### src/htpl_ram.sv
`timescale 1ns / 1ps

module htpl_ram #(
    parameter int WIDTH = 8,
    parameter int DEPTH = 16
) (
    input  logic                                     i_clk,
    input  logic                                     i_we,
    input  logic [(DEPTH > 1 ? $clog2(DEPTH) : 1)-1:0] i_waddr,
    input  logic [WIDTH-1:0]                         i_wdata,
    input  logic [(DEPTH > 1 ? $clog2(DEPTH) : 1)-1:0] i_raddr,
    output logic [WIDTH-1:0]                         o_rdata
);

    logic [WIDTH-1:0] r_mem [DEPTH];
    logic [WIDTH-1:0] r_rdata;

    always_ff @(posedge i_clk) begin
        if (i_we) begin
            r_mem[i_waddr] <= i_wdata;
        end
        r_rdata <= r_mem[i_raddr];
    end

    assign o_rdata = r_rdata;

endmodule

### config.mk
export PLATFORM = sky130hd
export DESIGN_NAME = htpl_ram
export DESIGN_NICKNAME = d
export VERILOG_FILES = /design/src/htpl_ram.sv
export SDC_FILE = /design/constraint.sdc
export NUM_CORES = 1
export LEC_CHECK = 0
export BUFFER_PORTS_ARGS = -buffer_cell sky130_fd_sc_hd__buf_2
export CAP_MARGIN = 10
export CORE_AREA = 2 2 110 112
export CTS_CLUSTER_SIZE = 16
export DETAILED_ROUTE_END_ITERATION = 10
export DIE_AREA = 0 0 112 114
export GPL_TIMING_DRIVEN = 1
export PLACE_DENSITY_LB_ADDON = 0.25
export SYNTH_ARGS = -nofsm -noshare
export SYNTH_HDL_FRONTEND = slang
export SYNTH_SLANG_ARGS = --single-unit
export TNS_END_PERCENT = 10
### constraint.sdc
create_clock -name i_clk -period 2.35 [get_ports i_clk]
set_input_delay 0.235 -clock i_clk [delete_from_list [all_inputs] [get_ports i_clk]]
set_output_delay 0.235 -clock i_clk [all_outputs]
set_load 0.005 [all_outputs]
---- After elaboration in Yosys (flattened, before gate mapping) ----
Memory sizes are Yosys's and may differ from the RTL's. A register that Yosys moved wholly into a read port is not among the register bits.
Cells that the tools add are included.
storage, ports and cells
  input bits .............................. 18
  bits in registers ....................... 0
  bits in writable memories ............... 128
  logic and storage cells ................. 3
  memories kept ........................... 1
  output and inout bits ................... 8
memory list
  memory  depth  bits a word  read ports  clocked after Yosys merged registers in  write ports  line  RTL
  r_mem   16     8            1           1                                        1            15    logic [WIDTH-1:0] r_mem [DEPTH];
cells by class
  muxes and demuxes ....................... 2
operators by type and width
  operator  count
  $mux W1   2

---- Longest topological paths before layout ----
  depth in word-level cells ............... 2
  depth in mapped cells ................... 5
  mapped depth without buffers ............ 3

---- Worst setup path before layout ----
No wires, ideal clock.
  kind .................................... input to register
  start ................................... input port i_waddr[2] (netlist bit)
  end ..................................... memory r_mem[0][0], enable pin
  slack ................................... 0.622 ns
  cell stages on the path ................. 2
  library setup time ...................... 0.383 ns
  path buffers ............................ 0
  arrival time ............................ 1.345 ns
  data required time ...................... 1.967 ns
  path through ............................ or3b_2 -> nor3_1
RTL lines
  what             line  RTL
  start, declared  9     input logic [(DEPTH > 1 ? $clog2(DEPTH) : 1)-1:0] i_waddr,
  end, declared    15
No word-level cell before the write port.

==> metrics <==
share of synthesized registers carrying an async set or reset 0%; # IOs 26; #FFs+latches synth 136; Reg2Reg Setup Slack 960 ps; hold crit path type input pin to flip-flop; CTS tree built; max-cap violation count 0; status finished clean; CP startpoint r_mem[2][5]; DRT iter0 DRCs about 150; die area 12800 µm²; Final Hold Viols 0; Yosys cell types 19; initial antenna violation count 0; Area growth, synth to finish 20.3%; Post-Place Cell Area about 5600 µm²; Yosys top cell area share 74.7%; wire per inst 21.8 µm; Worst-path clk slew 60 ps; hold_buf cts 0; H-tree depth 4; fin nets just over 300; Primary FF master, synth edfxtp_1; wirelength, routed slightly below 10 mm; fin. max-slew vios 0; PD cells between 900 and 1000 nW/µm²; I/O Buffers 25; global-route wire length before repair about 15 mm; clock tree buffer depth 2; WL met2 roughly 4.5 mm; Arr. time, crit path 1660 ps; r2r worst-path depth 3; Crit. End Element flip-flop; Post-synth EDFFs 128; RSZ-0062 raised after global routing no; yosys warns 0; Final Cycle Share approximately 59%; Internal 4.59 mW; # setup viols final 0; CTS buffer count 17; DR DRC count 0; Crit Path Category flip-flop to flip-flop; CTS Root Cell clkbuf_16; ANT nets after route 0; # Post-CTS Setup Buffers 0; Leakage 2.13 nW; hold worst-path end r_mem[10][5]; DPL Wire Length 6.36 mm; top layer in use met4; starting density of the core between 40% and 50%; Post-Syn Area per Cell 22.5 µm²; WHS Path Cells 1; Final Skew 19.0 ps; total gr overflow 0; Die X around 110 µm; worst flop-to-flop path endpoint o_rdata[5]; combinational power share under 10%; Die Y around 110 µm; top post-synthesis cells by area edfxtp_1 (75%), mux4_2 (7.9%), mux4_1 (7.1%); Final Critical Period 1390 ps; CP required 2620 ps; Worst-Skew Late Latency about 420 ps; post_cts resized 0; Max IR drop VDD slightly above 0.6 mV; Slew Limit Headroom a little under half; switching power roughly 1.1 mW; fillers 929; Fmax about 720 MHz; post-synth top area cell edfxtp_1; vias in the first global route 2552; post-synth design cell area between 5000 and 6000 µm²; Pre-antenna DRT Iters 4; worst-margin pin slew 797 ps; sequential power share 47.6%; core footprint about 12000 µm²; most frequent cell after synthesis edfxtp_1; Synth Net Count ~250; post-synthesis sequential area ratio 77.8%; routed vias/inst between 5 and 6; sw frac 19.9%; CP Launch Type flip-flop; metal1 wirelength between 4 and 5 mm; Antenna Cells 0; Final GP Congestion roughly 0.79; Met3 Wirelength about 690 µm; Clk network pwr share 48.0%; Design Area, Final ~6200 µm²; layout cells sized above 1 between 30% and 40%; cell count after synthesis 229; number of placement rows 40; Final Util 52.9%; r2r startpoint r_mem[2][5]; GRT Overall Usage 16.7%; HP Start i_wdata[5]; clk sinks around 140; CP Max Fanout 1; routed via count 2415; largest net degree at the start of global routing 21; most frequent cells after synthesis edfxtp_1 (128), mux4_2 (18), a22oi_1 (16), mux4_1 (14), nor2_1 (13); Total Neg Setup Slack 0 ps
## placed cells by master, fill, tap and decap left out, types with 2 or more instances in the layout
master,n
a22oi_1,16
buf_12,2
buf_2,25
buf_4,20
bufinv_16,3
clkbuf_16,17
clkbuf_8,3
clkinv_4,3
dfxtp_1,8
edfxtp_1,128
inv_6,4
mux4_1,14
mux4_2,18
nand2_1,9
nand2b_1,2
nand3b_1,2
nor2_1,13
nor3_1,4
## kinds of logic (layout without fill, tap and decap cells)
family	after synthesis	after routing	share of synthesized area [%]
multiplexers	32	32	15.0
AO/OA/AOI/OAI	16	16	2.33
flip-flops	136	136	77.8
AND/OR/NAND/NOR	35	35	3.18
buffers and inverters	10	79	1.68
## flip-flops by register name, indices dropped and copies added, names as in the netlist
signal / cells
o_rdata: 8
r_mem: 128
## worst max-delay path, cell delays in order, from the launching register on
cell and delay (ps):
edfxtp_1 360, mux4_1 490, a22oi_1 280, nand2_1 120
## through the flow
| step | std cells | power [mW] | hold slack, ps | setup WS [ps] |
|---|---|---|---|---|
| 2_1_floorplan | 229 | 2.91 | 334 | 622 |
| 3_3_place_gp | 413 | 3.03 | 614 | 660 |
| 3_5_place_dp | 413 | 3.04 | 613 | 663 |
| 4_1_cts | 445 | 5.78 | 196 | 981 |
| 5_1_grt | 445 | 5.92 | 213 | 848 |
| 6_report | 445 | 5.73 | 206 | 964 |
## layer usage
layer / up-vias / track usage [%]
met5: - / 0
met4: 0 / 6.34
met3: 11 / 5.84
met2: 76 / 25.0
met1: 1242 / 22.9
li1: 1086 / -
## final cells by class
class	instances	area [µm²]	area share [%]
clock inverter	12	164	2.65
clock buffer	20	467	7.54
multi-input combinational	83	1060	17.1
timing repair buffer	47	315	5.09
tap	147	184	2.97
sequential	136	4000	64.7
## power groups by stage
| stage | clock network (mW) | registers [mW] | logic [mW] |
|---|---|---|---|
| final | 2.75 | 2.73 | 0.254 |
| after global routing | 2.90 | 2.73 | 0.279 |
| after CTS | 2.79 | 2.73 | 0.259 |
| after detailed placement | 0 | 2.78 | 0.258 |
| after global placement | 0 | 2.78 | 0.250 |
| after floorplan | 0 | 2.78 | 0.138 |
## how the worst max path moves through the flow
stage / endpoint / slack [ps] / cells after the start
final: o_rdata[5] / 960 / 3
after global routing: o_rdata[0] / 850 / 3
after CTS: o_rdata[5] / 980 / 3
after detailed placement: o_rdata[1] / 660 / 5
after global placement: r_mem[2][1] / 660 / 4
after floorplan: r_mem[0][0] / 620 / 2
(Power assumes the default switching activity.)
